File: src/rtl/b64d_pkg.sv
package b64d_pkg;

  typedef enum logic [1:0] {
    STATUS_OK         = 2'd0,
    STATUS_BAD_CHAR   = 2'd1,
    STATUS_BAD_LENGTH = 2'd2
  } status_t;

  // results caused by one character: up to three bytes, then an optional status
  typedef struct packed {
    logic [2:0][7:0] bytes;
    logic [1:0]      nbytes;
    logic            status;
    status_t         code;
  } bundle_t;

  localparam logic [7:0] CH_PAD   = 8'h3D;
  localparam logic [7:0] CH_SPACE = 8'h20;
  localparam logic [7:0] CH_TAB   = 8'h09;
  localparam logic [7:0] CH_CR    = 8'h0D;
  localparam logic [7:0] CH_LF    = 8'h0A;

  // {symbol ok, 6-bit value}
  function automatic logic [6:0] sym_lookup(input logic [7:0] ch);
    logic [7:0] t;
    t = 8'd0;
    if (ch >= 8'h41 && ch <= 8'h5A) begin
      t = ch - 8'h41;
      return {1'b1, t[5:0]};
    end else if (ch >= 8'h61 && ch <= 8'h7A) begin
      t = ch - 8'd71;
      return {1'b1, t[5:0]};
    end else if (ch >= 8'h30 && ch <= 8'h39) begin
      t = ch + 8'd4;
      return {1'b1, t[5:0]};
    end else if (ch == 8'h2B) begin
      return {1'b1, 6'd62};
    end else if (ch == 8'h2F) begin
      return {1'b1, 6'd63};
    end
    return 7'd0;
  endfunction

endpackage

File: src/rtl/b64d_decode.sv
module b64d_decode (
  input  logic              clk,
  input  logic              rst_n,
  input  logic              item_valid,
  input  logic [7:0]        char_in,
  input  logic              end_of_text,
  output b64d_pkg::bundle_t bundle,
  output logic              bundle_nz
);
  import b64d_pkg::*;

  logic [1:0]  pos_r, pos_nxt;
  logic [17:0] acc_r, acc_nxt;
  logic        tp_r, tp_nxt;
  logic        err_r, err_nxt;

  logic [6:0]  sym;
  logic        space, pad;
  logic [5:0]  val;
  logic        err_grp, tp_grp;
  logic [23:0] word;

  always_comb begin
    sym     = sym_lookup(char_in);
    space   = (char_in == CH_SPACE) || (char_in == CH_TAB) ||
              (char_in == CH_CR) || (char_in == CH_LF);
    pad     = (char_in == CH_PAD);
    val     = (pad || !sym[6]) ? 6'd0 : sym[5:0];
    err_grp = err_r || (pad && (pos_r < 2'd2)) || (!pad && !sym[6]) ||
              (!pad && sym[6] && (pos_r == 2'd3) && tp_r);
    tp_grp  = tp_r || (pad && (pos_r == 2'd2));
    word    = {acc_r, val};

    pos_nxt = pos_r;
    acc_nxt = acc_r;
    tp_nxt  = tp_r;
    err_nxt = err_r;

    bundle        = '0;
    bundle.code   = STATUS_OK;

    if (!space) begin
      err_nxt = err_grp;
      tp_nxt  = tp_grp;
      if (pos_r != 2'd3) begin
        acc_nxt = {acc_r[11:0], val};
        pos_nxt = pos_r + 2'd1;
      end else begin
        if (!err_grp) begin
          bundle.bytes  = {word[7:0], word[15:8], word[23:16]};
          bundle.nbytes = tp_grp ? 2'd1 : (pad ? 2'd2 : 2'd3);
        end
        pos_nxt = 2'd0;
        acc_nxt = 18'd0;
        tp_nxt  = 1'b0;
      end
    end

    if (end_of_text) begin
      bundle.status = 1'b1;
      if (err_nxt) begin
        bundle.code = STATUS_BAD_CHAR;
      end else if (pos_nxt != 2'd0) begin
        bundle.code = STATUS_BAD_LENGTH;
      end else begin
        bundle.code = STATUS_OK;
      end
      pos_nxt = 2'd0;
      acc_nxt = 18'd0;
      tp_nxt  = 1'b0;
      err_nxt = 1'b0;
    end

    bundle_nz = (bundle.nbytes != 2'd0) || bundle.status;
  end

  always_ff @(posedge clk) begin
    if (!rst_n) begin
      pos_r <= 2'd0;
      acc_r <= 18'd0;
      tp_r  <= 1'b0;
      err_r <= 1'b0;
    end else if (item_valid) begin
      pos_r <= pos_nxt;
      acc_r <= acc_nxt;
      tp_r  <= tp_nxt;
      err_r <= err_nxt;
    end
  end

  // end of message always leaves a clean group
  a_eot_clears: assert property (@(posedge clk) disable iff (!rst_n)
    (item_valid && end_of_text) |=> (pos_r == 2'd0 && !err_r && !tp_r))
    else $error("state not cleared after end of text");

endmodule

File: src/rtl/b64d_emit.sv
module b64d_emit (
  input  logic              clk,
  input  logic              rst_n,
  input  logic              load,
  input  b64d_pkg::bundle_t bundle_in,
  output logic              free,
  output logic              out_tvalid,
  input  logic              out_tready,
  output logic [15:0]       out_tdata,  // data_byte[7:0], status_code[9:8], zeros
  output logic [1:0]        out_tuser,  // has_byte[0], message_done[1]
  output logic              out_tlast
);
  import b64d_pkg::*;

  logic    bund_valid_r;
  bundle_t bund_r;
  logic [1:0] idx_r;

  logic [2:0] total;
  logic       last_entry, is_byte, fire;
  logic [7:0] byte_out;
  status_t    code_out;

  always_comb begin
    total      = {1'b0, bund_r.nbytes} + {2'b00, bund_r.status};
    last_entry = (({1'b0, idx_r} + 3'd1) == total);
    is_byte    = (idx_r < bund_r.nbytes);
    case (idx_r)
      2'd0:    byte_out = bund_r.bytes[0];
      2'd1:    byte_out = bund_r.bytes[1];
      2'd2:    byte_out = bund_r.bytes[2];
      default: byte_out = 8'd0;
    endcase
    if (!is_byte) begin
      byte_out = 8'd0;
    end
    code_out   = is_byte ? STATUS_OK : bund_r.code;
    fire       = out_tvalid && out_tready;
    free       = !bund_valid_r || (fire && last_entry);
  end

  assign out_tvalid = bund_valid_r;
  assign out_tdata  = {6'd0, code_out, byte_out};
  assign out_tuser  = {!is_byte, is_byte};
  assign out_tlast  = last_entry;

  always_ff @(posedge clk) begin
    if (!rst_n) begin
      bund_valid_r <= 1'b0;
      idx_r        <= 2'd0;
    end else if (load) begin
      bund_valid_r <= 1'b1;
      idx_r        <= 2'd0;
    end else if (fire) begin
      if (last_entry) begin
        bund_valid_r <= 1'b0;
      end else begin
        idx_r <= idx_r + 2'd1;
      end
    end
  end

  always_ff @(posedge clk) begin
    if (load) begin
      bund_r <= bundle_in;
    end
  end

  a_nonempty: assert property (@(posedge clk) disable iff (!rst_n)
    bund_valid_r |-> (total != 3'd0 && {1'b0, idx_r} < total))
    else $error("result index outside bundle");

  a_load_free: assert property (@(posedge clk) disable iff (!rst_n)
    load |-> free)
    else $error("bundle overwritten before drained");

  a_drain: assert property (@(posedge clk) disable iff (!rst_n)
    (fire && last_entry && !load) |=> !out_tvalid)
    else $error("output still valid after last result");

endmodule

File: src/rtl/base64_stream_decoder.sv
// Streaming Base64 (standard alphabet) decoder. One character is accepted per
// transaction on the in_ side, tlast marking the final character of a message;
// whitespace is skipped. Each completed group of four symbols yields one to
// three byte transactions, and the final character yields a closing status
// transaction (tuser[1] set, tdata[9:8] = 0 ok, 1 bad character, 2 bad length).
// tlast on the out_ side marks the last result caused by a given character.
// Bytes already sent are not withdrawn on error and none follow it, so the
// consumer discards the message when the status says so. A character is taken
// every cycle as long as each yields at most one result and out_tready is high;
// a character that closes a group or a message holds the single result port
// until all its results (up to four) are taken, and the input stalls only while
// a bundle drains.
module base64_stream_decoder (
  input  logic        clk,
  input  logic        rst_n,
  input  logic        in_tvalid,
  output logic        in_tready,
  input  logic [7:0]  in_tdata,   // char_in[7:0]
  input  logic        in_tlast,
  output logic        out_tvalid,
  input  logic        out_tready,
  output logic [15:0] out_tdata,  // data_byte[7:0], status_code[9:8], zeros
  output logic [1:0]  out_tuser,  // has_byte[0], message_done[1]
  output logic        out_tlast
);
  import b64d_pkg::*;

  logic       in_valid_r;
  logic [7:0] in_char_r;
  logic       in_eot_r;

  logic    adv, free, bundle_nz;
  bundle_t bundle;

  assign adv       = in_valid_r && free;
  assign in_tready = !in_valid_r || adv;

  always_ff @(posedge clk) begin
    if (!rst_n) begin
      in_valid_r <= 1'b0;
    end else if (in_tvalid && in_tready) begin
      in_valid_r <= 1'b1;
    end else if (adv) begin
      in_valid_r <= 1'b0;
    end
  end

  always_ff @(posedge clk) begin
    if (in_tvalid && in_tready) begin
      in_char_r <= in_tdata;
      in_eot_r  <= in_tlast;
    end
  end

  b64d_decode u_decode (
    .clk         (clk),
    .rst_n       (rst_n),
    .item_valid  (adv),
    .char_in     (in_char_r),
    .end_of_text (in_eot_r),
    .bundle      (bundle),
    .bundle_nz   (bundle_nz)
  );

  b64d_emit u_emit (
    .clk        (clk),
    .rst_n      (rst_n),
    .load       (adv && bundle_nz),
    .bundle_in  (bundle),
    .free       (free),
    .out_tvalid (out_tvalid),
    .out_tready (out_tready),
    .out_tdata  (out_tdata),
    .out_tuser  (out_tuser),
    .out_tlast  (out_tlast)
  );

endmodule

File: config.mk
export PLATFORM = sky130hd
export DESIGN_NAME = base64_stream_decoder
export DESIGN_NICKNAME = d
export VERILOG_FILES = /design/src/rtl/b64d_pkg.sv /design/src/rtl/b64d_decode.sv /design/src/rtl/b64d_emit.sv /design/src/rtl/base64_stream_decoder.sv
export SDC_FILE = /design/constraint.sdc
export NUM_CORES = 1
export LEC_CHECK = 0
export BUFFER_PORTS_ARGS = -buffer_cell sky130_fd_sc_hd__buf_2
export CORE_MARGIN = 1
export CORE_UTILIZATION = 45
export DETAILED_ROUTE_END_ITERATION = 12
export GPL_TIMING_DRIVEN = 0
export PLACE_DENSITY_LB_ADDON = 0.05
export SETUP_SLACK_MARGIN = 0.5
export SYNTH_ARGS = -nofsm -noshare
export SYNTH_HDL_FRONTEND = slang
export SYNTH_SLANG_ARGS = --single-unit
File: constraint.sdc
create_clock -name clk -period 5.5 [get_ports clk]
set_input_delay 0 -clock clk [delete_from_list [all_inputs] [get_ports clk]]
set_output_delay 0 -clock clk [all_outputs]
set_load 0.005 [all_outputs]
==> flow_summary.toml, run 1 <==
[run_status]
outcome = "finished clean"

[yosys]
synth_fa_ha_area_share_pct = 7.33
synthFlopType = "sky130_fd_sc_hd__edfxtp_1"
post_synth_and_or_nand_nor_area_fraction_pct = 17.2
synth_cell_type_count = 52
synthesized_area_sq_um = 3240
synth.area.mux_share_pct = 0.617
post_synth_inst_count = 312
share_of_the_synthesized_area_in_compound_gates_ao_oa_aoi_oai_pct = 16.0
main_combinational_cell_family_by_area_after_synthesis = "simple AND/OR/NAND/NOR gates"
async_reset_ff_share_pct = 0
synth_seq_area_share_pct = 51.2
synth-seq-cells = 64
number_of_synthesized_flops_with_an_enable_pin = 38
synth_top_cell_area_share_pct = 35.2
post-synth-top-area-cell = "sky130_fd_sc_hd__edfxtp_1"
yosysWarningCount = 0
synthesis.area_per_instance_sq_um = 10.4
list_of_most_frequent_post_synthesis_cells = "38 x sky130_fd_sc_hd__edfxtp_1, 38 x sky130_fd_sc_hd__nor2_1, 26 x sky130_fd_sc_hd__dfxtp_1"
yosys-top-cells-area = "sky130_fd_sc_hd__edfxtp_1 35%, sky130_fd_sc_hd__dfxtp_1 16%, sky130_fd_sc_hd__ha_1 7.3%"
area_share_of_xor_xnor_cells_in_the_synthesized_design_pct = 1.89

[sta]
final_period_minus_worst_setup_slack_ns = 3.15
post_route_fraction_of_the_period_consumed_by_the_critical_path_pct = 57.3
setup_tns_ns = 0
fin_worst_skew_ns = 0.00958
drv_slew = 0
worstMarginPinSlew_ns = 0.838
rsz0062_at_grt = "no"
finalSetupViolCount = 0
final_hold_viol_count = 0
worst_hold_slack_ns = 0.0871
max_clock_freq_mhz = 317
worst_slew_margin_rel_pct = 44.1

[detailed_routing]
drt_first_pass_iters = 7
detailroute.wirelength.met2_um = 3180
drt_met1_wl_um = 3220
postRouteWirelength_um = 6780
route.top_layer_used = "met4"
antenna_violating_nets_post_route = 0
dr_wl_met3_um = 312
via_count = 2438
avgViaCountPerCell = 5.24
remaining_drc_errors = 0
routed_wire_length_per_instance_um = 14.6
drt_first_iter_violations = 129

[cts]
post_cts.repair.setup_buffers = 0
tritoncts_clock_tree = "done"
tritoncts.num_buffers = 9
ctsResizeCount = 0
cts_max_level = 3
worst_setup_hold_path_clk_slew_ns = 0.08
cts-root-buf = "sky130_fd_sc_hd__clkbuf_8"
cts_buffer_depth = 2
clk_latency_ns = 0.34
sink_count = 64

[critical_path]
worstReg2RegEnd = "u_emit.bund_r[16]"
critical-path-max-stage-delay_ns = 0.70
critPathMaxFanout = 31
setup.worst_path.end_class = "flip-flop"
critical_path_buf_inv_count = 2
worst_path_cell_chain = "inv_1 -> ha_1 -> nor2b_1 -> o211a_1 -> or3_1 -> buf_2 -> a211oi_2 -> o31a_2"
reg2reg_depth = 8
rr_startpoint = "in_char_r[0]"
timing_worst_setup_path_type = "flip-flop to flip-flop"
critical_path.startpoint_type = "flip-flop"
arrival_ns = 3.12
crit_path_top_delay_cell = "sky130_fd_sc_hd__o31a_2"
path_delay_family = "compound AO/OA/AOI/OAI gates"
setup_slack_of_the_worst_register_to_register_path_ns = 2.35
required_ns = 5.47

[final_layout]
antenna_cells = 0
final_design_area_no_fill_sq_um = 3790
num-fill-cells = 629
total_number_of_nets_in_the_final_design = 396
layout-drive-gt1-share_pct = 16.5
layout.area.seq_sq_um = 1660
multiInputGateArea_sq_um = 1420
area_growth_syn_to_layout_pct = 16.7

[global_route]
antenna_found_initial = 0
grt_max_degree = 32
grt.total_usage_pct = 19.6
first_global_vias = 2319
gr-total-overflow = 0
grt_first_pass_wirelength_um = 11100

[worst_hold_path]
min-delay-start = "rst_n"
worst_hold_path_class = "input port to flip-flop"
worst_hold_path.num_cells = 3
hold-path-endpoint = "u_emit.out_tvalid"

[place]
io_buffers = 26
place.detailed.hpwl_um = 4850
placed_cell_area_sq_um = 3510
gp_congestion = 0.920

[floorplan]
initial_core_util_pct = 47.2
placement_rows = 30
fp.dieH_um = 86.9
design.portCount = 34
die_w_um = 86.9
core-area_sq_um = 6870
design.die.area_sq_um = 7550

[power]
peakVddDrop_uv = 148
leakagePower_nw = 1.46
power_density_nw_per_um2 = 257

[flow_run]
maxCapViolCount = 0
[per-stage QoR]
step           utilization (%)  power (mW)  std cells  setup slack, ns
2_1_floorplan                -       0.600        317             2.46
3_3_place_gp              51.1       0.627        439             1.84
3_5_place_dp              51.2       0.628        439             2.36
4_1_cts                   55.1       0.979        465             2.34
5_1_grt                   55.1        1.02        465             2.12
6_report                  55.1       0.974        465             2.35
[worst register-to-register path: stages (launching register included)]
cell,delay [ns]
sky130_fd_sc_hd__edfxtp_1,0.52
sky130_fd_sc_hd__inv_1,0.13
sky130_fd_sc_hd__ha_1,0.27
sky130_fd_sc_hd__nor2b_1,0.15
sky130_fd_sc_hd__o211a_1,0.23
sky130_fd_sc_hd__or3_1,0.34
sky130_fd_sc_hd__buf_2,0.18
sky130_fd_sc_hd__a211oi_2,0.23
sky130_fd_sc_hd__o31a_2,0.70
[repair_timing]
item | CTS | global route
setup endpoints to repair | 0 | 0
endpoints found under the hold margin | 10 | 0
hold buffers | 10 | 0
[report_power, final]
group	internal (mW)	switching [mW]
combinational	0.0384	0.0529
sequential	0.520	0.0114
clock	0.162	0.189
total	0.721	0.254
[worst max-delay path by stage]
stage	slack, ns	to	depth (start not counted)	from
2_1_floorplan	2.46	u_emit.bund_r[0]	8	in_char_r[3]
3_3_place_gp	1.84	u_emit.bund_r[20]	8	in_char_r[0]
3_5_place_dp	2.36	u_emit.bund_r[10]	8	in_char_r[0]
4_1_cts	2.34	u_emit.bund_r[16]	8	in_char_r[0]
5_1_grt	2.12	u_emit.bund_r[16]	8	in_char_r[2]
6_report	2.35	u_emit.bund_r[16]	8	in_char_r[0]
[cell type report]
class | count | area share, %
inverters | 14 | 1.39
clock inverters | 7 | 1.26
well taps | 96 | 3.17
clock buffers | 9 | 3.27
plain buffers | 24 | 3.47
flip-flops and latches | 64 | 43.9
repair buffers | 36 | 6.08
multi-input cells | 215 | 37.5
[flip-flops by register name, summed over array words and instances, names as in the netlist]
register	count
u_decode.acc_r	18
u_decode.tp_r	1
u_emit.bund_r	29
in_eot_r	1
u_decode.err_r	1
in_valid_r	1
u_emit.idx_r	2
u_emit.out_tvalid	1
in_char_r	8
u_decode.pos_r	2
[routing by layer]
layer,up-vias,track usage [%]
met2,66,32.4
met5,-,0
met1,1135,24.9
met4,0,6.06
li1,1230,-
met3,7,5.69
[kinds of logic (layout without fill, tap and decap cells)]
group,after synthesis,after routing
flip-flops,64,64
multiplexers,2,2
adder cells (fa/ha/maj),19,19
other,1,6
AND/OR/NAND/NOR,111,111
AO/OA/AOI/OAI,70,70
XOR/XNOR,7,7
buffers and inverters,38,90
[placed cells by master (no fill, tap or decap), types with 3 or more instances in the layout]
| cell type | count |
|---|---|
| sky130_fd_sc_hd__buf_1 | 3 |
| sky130_fd_sc_hd__dfxtp_1 | 26 |
| sky130_fd_sc_hd__inv_1 | 13 |
| sky130_fd_sc_hd__or3_1 | 3 |
| sky130_fd_sc_hd__nand2_1 | 11 |
| sky130_fd_sc_hd__a22oi_1 | 12 |
| sky130_fd_sc_hd__buf_4 | 7 |
| sky130_fd_sc_hd__edfxtp_1 | 38 |
| sky130_fd_sc_hd__clkbuf_1 | 7 |
| sky130_fd_sc_hd__dlygate4sd3_1 | 10 |
| sky130_fd_sc_hd__a222oi_1 | 8 |
| sky130_fd_sc_hd__ha_1 | 19 |
| sky130_fd_sc_hd__nand3_1 | 13 |
| sky130_fd_sc_hd__o21ai_1 | 7 |
| sky130_fd_sc_hd__buf_2 | 32 |
| sky130_fd_sc_hd__a21oi_1 | 14 |
| sky130_fd_sc_hd__nand2b_1 | 3 |
| sky130_fd_sc_hd__conb_1 | 6 |
| sky130_fd_sc_hd__clkinvlp_4 | 4 |
| sky130_fd_sc_hd__nor2_1 | 38 |
| sky130_fd_sc_hd__clkbuf_8 | 9 |
| sky130_fd_sc_hd__nor2b_1 | 23 |
| sky130_fd_sc_hd__nor3_1 | 9 |
| sky130_fd_sc_hd__o31ai_1 | 3 |
| sky130_fd_sc_hd__o21ai_0 | 5 |
| sky130_fd_sc_hd__xnor2_1 | 6 |
No activity file was read; power rests on OpenSTA's default activity.
==> inputs of run 2 (changes only) <==
==> constraint.sdc (replaced) <==
create_clock -name clk -period 2.8 [get_ports clk]
set_input_delay 0 -clock clk [delete_from_list [all_inputs] [get_ports clk]]
set_output_delay 0 -clock clk [all_outputs]
set_load 0.005 [all_outputs]
==> run 2 against run 1 <==
Net effect: routed wire length is 20% higher; largest power group unchanged; global-route usage grew 2.2 points; clock power grew to 2.7 times the previous value; critical endpoint is now u_emit.bund_r[1]; combinational power rose to 2.8 times the previous value; flip-flop and latch count unchanged; die area is the same; register-to-register slack worse by 2.0 ns.
==> flow_summary.toml, run 2 (synthesis gave the netlist of run 1 again) <==
[final_layout]
layout-drive-gt1-share_pct = 31.1
largestRegisters = "u_emit.bund_r x29, u_decode.acc_r x18, in_char_r x8"
layout.cells.most_common = "sky130_fd_sc_hd__edfxtp_1"
number_of_flip_flops_under_the_largest_register_name = 29
registers.top_by_ff_count = "u_emit.bund_r"
antenna_cells = 0
mostFrequentLayoutCells = "38 x sky130_fd_sc_hd__edfxtp_1, 35 x sky130_fd_sc_hd__nor2_1, 28 x sky130_fd_sc_hd__buf_2, 24 x sky130_fd_sc_hd__dfxtp_1, 23 x sky130_fd_sc_hd__buf_4"
total_number_of_nets_in_the_final_design = 423
final_standard_cell_utilization_of_the_core_pct = 63.5
area_growth_syn_to_layout_pct = 34.4

[detailed_routing]
drt_met1_wl_um = 3540
antenna_violating_nets_post_route = 0
via_count = 2704
detailroute.wirelength.met2_um = 4020
postRouteWirelength_um = 8110
drt_first_iter_violations = 168
dr_wl_met3_um = 398
drt_first_pass_iters = 5
remaining_drc_errors = 0
avgViaCountPerCell = 5.51
route.top_layer_used = "met4"
routed_wire_length_per_instance_um = 16.5

[sta]
finalSetupViolCount = 0
drv_slew = 0
worst_slack_ns = 0.374
post_route_fraction_of_the_period_consumed_by_the_critical_path_pct = 86.6
final_period_minus_worst_setup_slack_ns = 2.43
worstMarginPinSlew_ns = 0.811
worst_slew_margin_rel_pct = 46.0
worst_hold_slack_ns = 0.0654
fin_worst_skew_ns = 0.00920
max_clock_freq_mhz = 412
setup_tns_ns = 0
rsz0062_at_grt = "yes"
final_hold_viol_count = 0

[cts]
cts_max_level = 3
cts_buffer_depth = 2
sink_count = 64
tritoncts.num_buffers = 9
tritoncts_clock_tree = "done"
clk_latency_ns = 0.35
worst_setup_hold_path_clk_slew_ns = 0.07
cts-root-buf = "sky130_fd_sc_hd__clkbuf_8"

[critical_path]
setup.worst_path.end_class = "flip-flop"
required_ns = 2.84
timing_worst_setup_path_type = "flip-flop to flip-flop"
critPathMaxFanout = 8
worst_path_cell_chain = "inv_2 -> ha_4 -> inv_4 -> o211a_1 -> or3_1 -> buf_6 -> a211oi_4 -> buf_6 -> o31a_4"
critical-path-max-stage-delay_ns = 0.53
critical_path.startpoint_type = "flip-flop"
cpMostUsedCell = "sky130_fd_sc_hd__buf_6"
crit_path_top_delay_cell = "sky130_fd_sc_hd__edfxtp_1"
arrival_ns = 2.47

[floorplan]
design.portCount = 34
initial_core_util_pct = 47.2
design.die.area_sq_um = 7550
core-area_sq_um = 6870
die_w_um = 86.9
placement_rows = 30
fp.dieH_um = 86.9

[place]
gp_congestion = 0.903
io_buffers = 26
place.detailed.hpwl_um = 4970
pre_cts_slack_ns = 0.0627

[power]
power_density_nw_per_um2 = 515
peakVddDrop_uv = 317
leakagePower_nw = 1.68

[global_route]
grt_first_pass_wirelength_um = 12300
antenna_found_initial = 0
grt.total_usage_pct = 21.9
gr-total-overflow = 0
grt_max_degree = 12
first_global_vias = 2470

[worst_hold_path]
worst_hold_path_class = "input port to flip-flop"

[run_status]
outcome = "finished clean"

[flow_run]
maxCapViolCount = 0
run 2: where the power goes:
part	internal [mW]	total [mW]	leakage [nW]	switching (mW)
Combinational	0.120	0.257	0.983	0.137
Clock	0.585	0.947	0.117	0.362
Sequential	1.02	1.04	0.578	0.0198
run 2: cell type report:
type | instances | area, sq um
flip-flops and latches | 64 | 1660
fillers | 570 | 2510
inverters | 14 | 55.1
clock buffers | 9 | 124
clock inverters | 6 | 108
multi-input cells | 218 | 1680
well taps | 96 | 120
repair buffers | 60 | 434
plain buffers | 24 | 170
run 2: layer usage:
layer / vias up / global-route usage (%)
li1: 1288 / -
met1: 1302 / 27.6
met2: 94 / 37.4
met3: 20 / 4.74
met4: 0 / 7.12
met5: - / 0
run 2: what timing repair did:
action,CTS,global route
buffers inserted,14,6
setup endpoints to repair,91,91
pin swaps,7,14
hold buffers,10,0
endpoints found under the hold margin,10,0
resized for setup,19,48
cloned,3,4
run 2: worst paths after layout:
kind / startpoint / to / slack, ns / depth (start not counted)
min: out_tready / in_valid_r / 0.07 / 4
max: in_char_r[3] / u_emit.bund_r[1] / 0.37 / 9
max reg2reg: in_char_r[3] / u_emit.bund_r[1] / 0.37 / 9
min reg2reg: in_eot_r / u_emit.bund_r[2] / 0.46 / 0
run 2: through the flow:
stage          total power, mW  cells  cell area, sq um
6_report                  2.25    491              4360
5_1_grt                   2.32    491              4360
4_1_cts                   2.22    481              4110
3_5_place_dp              1.24    439              3570
3_3_place_gp              1.24    439              3570
2_1_floorplan             1.19    317              3320
run 2: worst max-delay path, delay by kind of cell (launching register included):
kind,cells,cell delay (ns)
AND/OR/NAND/NOR,1,0.32
AO/OA/AOI/OAI,3,0.64
buffers and inverters,4,0.48
adder cells (fa/ha/maj),1,0.15
flip-flops,1,0.53
==> inputs of run 3 (changes only) <==
--- a/config.mk
+++ b/config.mk
@@ -5,12 +5,13 @@
 export SDC_FILE = /design/constraint.sdc
 export NUM_CORES = 1
 export LEC_CHECK = 0
+export ABC_AREA = 1
 export BUFFER_PORTS_ARGS = -buffer_cell sky130_fd_sc_hd__buf_2
 export CORE_MARGIN = 1
 export CORE_UTILIZATION = 45
 export DETAILED_ROUTE_END_ITERATION = 12
 export GPL_TIMING_DRIVEN = 0
-export PLACE_DENSITY_LB_ADDON = 0.05
+export PLACE_DENSITY = 0.66
 export SETUP_SLACK_MARGIN = 0.5
 export SYNTH_ARGS = -nofsm -noshare
 export SYNTH_HDL_FRONTEND = slang
==> run 3 against run 2 <==
Net effect: total power increased by 6.2%; synthesized cell count is 38% higher; clock skew decreased by 0.0011 ns; largest power group unchanged.
==> flow_summary.toml, run 3 <==
[power]
power_density_nw_per_um2 = 501
seqPwrFrac_pct = 43.9
p_clk_share_pct = 42.2
netSwitchingPower_mw = 0.608
power_frac_comb_pct = 14.0
peakVddDrop_uv = 299
leakagePower_nw = 1.90
post-layout-total-power_mw = 2.38
power_report.internal_total_mw = 1.78
switching_share_pct = 25.5

[place]
place.detailed.hpwl_um = 5150
gp_congestion = 0.913
io_buffers = 27
pre_cts_slack_ns = -0.0369
dp_cells = 560
placed_cell_area_sq_um = 3860

[critical_path]
setup.worst_path.end_class = "flip-flop"
critical_path.startpoint_type = "flip-flop"
path_delay_family = "simple AND/OR/NAND/NOR gates"
cpMostUsedCell = "sky130_fd_sc_hd__nand2_4"
critical_path_buf_inv_count = 4
timing_worst_setup_path_type = "flip-flop to flip-flop"
required_ns = 2.87
worst_path_cell_chain = "inv_2 -> ha_1 -> o21ai_1 -> nand2_1 -> nand4_1 -> nand2_2 -> nor3_4 -> nand2_4 -> nand2_4 -> nand2_4 -> buf_6 -> clkinvlp_4 -> buf_6"
arrival_ns = 2.41
crit_path_top_delay_cell = "sky130_fd_sc_hd__edfxtp_1"
critical-path-max-stage-delay_ns = 0.44
critPathMaxFanout = 6
setup_slack_of_the_worst_register_to_register_path_ns = 0.47

[yosys]
post_synth_inst_count = 429
yosys.cell_count.top_type = "sky130_fd_sc_hd__nand2_1"
list_of_most_frequent_post_synthesis_cells = "116 x sky130_fd_sc_hd__nand2_1, 54 x sky130_fd_sc_hd__inv_1, 43 x sky130_fd_sc_hd__nor2_1"
synthesis.area_per_instance_sq_um = 8.20
synth-seq-cells = 64
synth_seq_area_share_pct = 47.2
yosys-top-cells-area = "sky130_fd_sc_hd__edfxtp_1 32%, sky130_fd_sc_hd__dfxtp_1 15%, sky130_fd_sc_hd__nand2_1 12%"
synthesized_area_sq_um = 3520
synthFlopType = "sky130_fd_sc_hd__edfxtp_1"
synth_top_cell_area_share_pct = 32.4
async_reset_ff_share_pct = 0
synth_cell_type_count = 35
yosysWarningCount = 0
post-synth-top-area-cell = "sky130_fd_sc_hd__edfxtp_1"
number_of_synthesized_flops_with_an_enable_pin = 38

[sta]
worstMarginPinSlew_ns = 0.569
worst_slack_ns = 0.467
rsz0062_at_grt = "yes"
final_hold_viol_count = 0
final_period_minus_worst_setup_slack_ns = 2.33
finalSetupViolCount = 0
max_clock_freq_mhz = 429
worst_slew_margin_rel_pct = 62.1
setup_tns_ns = 0
fin_worst_skew_ns = 0.00808
drv_slew = 0
worst_hold_slack_ns = 0.349
post_route_fraction_of_the_period_consumed_by_the_critical_path_pct = 83.3

[final_layout]
mostFrequentLayoutCells = "101 x sky130_fd_sc_hd__nand2_1, 44 x sky130_fd_sc_hd__inv_1, 39 x sky130_fd_sc_hd__nor2_1, 38 x sky130_fd_sc_hd__edfxtp_1, 36 x sky130_fd_sc_hd__buf_4"
final_standard_cell_utilization_of_the_core_pct = 64.2
post_layout_nonfiller_instances = 622
final_design_area_no_fill_sq_um = 4760
registers.top_by_ff_count = "u_emit.bund_r"
num-fill-cells = 596
number_of_flip_flops_under_the_largest_register_name = 29
largestRegisters = "u_emit.bund_r x29, u_decode.acc_r x18, in_char_r x8"
layout-drive-gt1-share_pct = 31.4
area_growth_syn_to_layout_pct = 35.3
total_number_of_nets_in_the_final_design = 550
layout.cells.most_common = "sky130_fd_sc_hd__nand2_1"
antenna_cells = 0

[global_route]
first_global_vias = 2941
grt_first_pass_wirelength_um = 13200
grt.total_usage_pct = 20.4
grt_max_degree = 14
antenna_found_initial = 0
gr-total-overflow = 0

[floorplan]
design.die.area_sq_um = 8180
design.portCount = 34
core-area_sq_um = 7410
initial_core_util_pct = 47.5
placement_rows = 31
fp.dieH_um = 90.4
die_w_um = 90.4

[cts]
cts-root-buf = "sky130_fd_sc_hd__clkbuf_8"
cts_max_level = 3
clk_latency_ns = 0.35
sink_count = 64
tritoncts_clock_tree = "done"
tritoncts.num_buffers = 9
worst_setup_hold_path_clk_slew_ns = 0.08
cts_buffer_depth = 2

[detailed_routing]
drt_first_pass_iters = 4
remaining_drc_errors = 0
via_count = 3054
antenna_violating_nets_post_route = 0
drt_first_iter_violations = 187
postRouteWirelength_um = 8340
avgViaCountPerCell = 4.91
routed_wire_length_per_instance_um = 13.4

[flow_run]
maxCapViolCount = 0

[run_status]
outcome = "finished clean"

[worst_hold_path]
worst_hold_path_class = "input port to flip-flop"
run 3: changes by cell type in the layout (fill, tap and decap cells not counted), sizes merged, moves of 8 or more:
cell    change
a31oi       +9
a222oi      -8
nor2b      -23
a22oi      -12
nand2     +109
buf         +8
inv        +44
a21oi      +18
run 3: cell families after synthesis:
family,share of synthesized area (%)
adder cells (fa/ha/maj),6.76
flip-flops,47.2
AND/OR/NAND/NOR,25.0
AO/OA/AOI/OAI,8.57
multiplexers,0.320
other,0.107
buffers and inverters,9.74
XOR/XNOR,2.24
run 3: worst paths after layout:
path,from,to,cells after the start
setup / recovery,in_char_r[0],u_emit.bund_r[10],13
hold reg to reg,u_decode.acc_r[14],u_decode.acc_r[14],2
setup reg to reg,in_char_r[0],u_emit.bund_r[10],13
hold / removal,in_tdata[1],in_char_r[1],2
run 3: layout make-up:
class	instances	area [sq um]	share of cell area (%)
clock buffer	9	124	2.60
buffer	21	139	2.92
inverter	57	228	4.78
clock inverter	7	125	2.63
tap	99	124	2.60
timing repair inverter	1	7.51	0.158
multi-input combinational	292	1790	37.6
timing repair buffer	72	559	11.8
sequential	64	1660	34.9
run 3: worst register-to-register path, delay by kind of cell, from the launching register on:
| family | cells | cell delay, ns |
|---|---|---|
| buffers and inverters | 4 | 0.45 |
| AO/OA/AOI/OAI | 1 | 0.17 |
| AND/OR/NAND/NOR | 7 | 0.77 |
| flip-flops | 1 | 0.44 |
| adder cells (fa/ha/maj) | 1 | 0.22 |
run 3: routing by layer:
layer  GRT usage (%)  share of wire (%)  vias up
li1                -                  -     1557
met1            23.6                 43     1401
met2            35.8                 50       70
met3            4.12                3.5       26
met4            9.81                3.1        0
met5               0                  0        -
run 3: power groups by stage:
| stage | Clock (mW) | Sequential [mW] | Combinational (mW) |
|---|---|---|---|
| after detailed placement | 0 | 1.07 | 0.234 |
| after floorplan | 0 | 1.06 | 0.176 |
| after global placement | 0 | 1.07 | 0.230 |
| after CTS | 1.00 | 1.04 | 0.288 |
| final | 1.00 | 1.05 | 0.334 |
| after global routing | 1.04 | 1.05 | 0.366 |
run 3: what timing repair did:
item	in CTS	in global routing
setup buffers	20	11
endpoints found under the hold margin	16	0
pin swaps	4	14
endpoints found under the setup margin	56	82
gates resized for setup	19	47
cloned	2	1
hold buffers	12	0
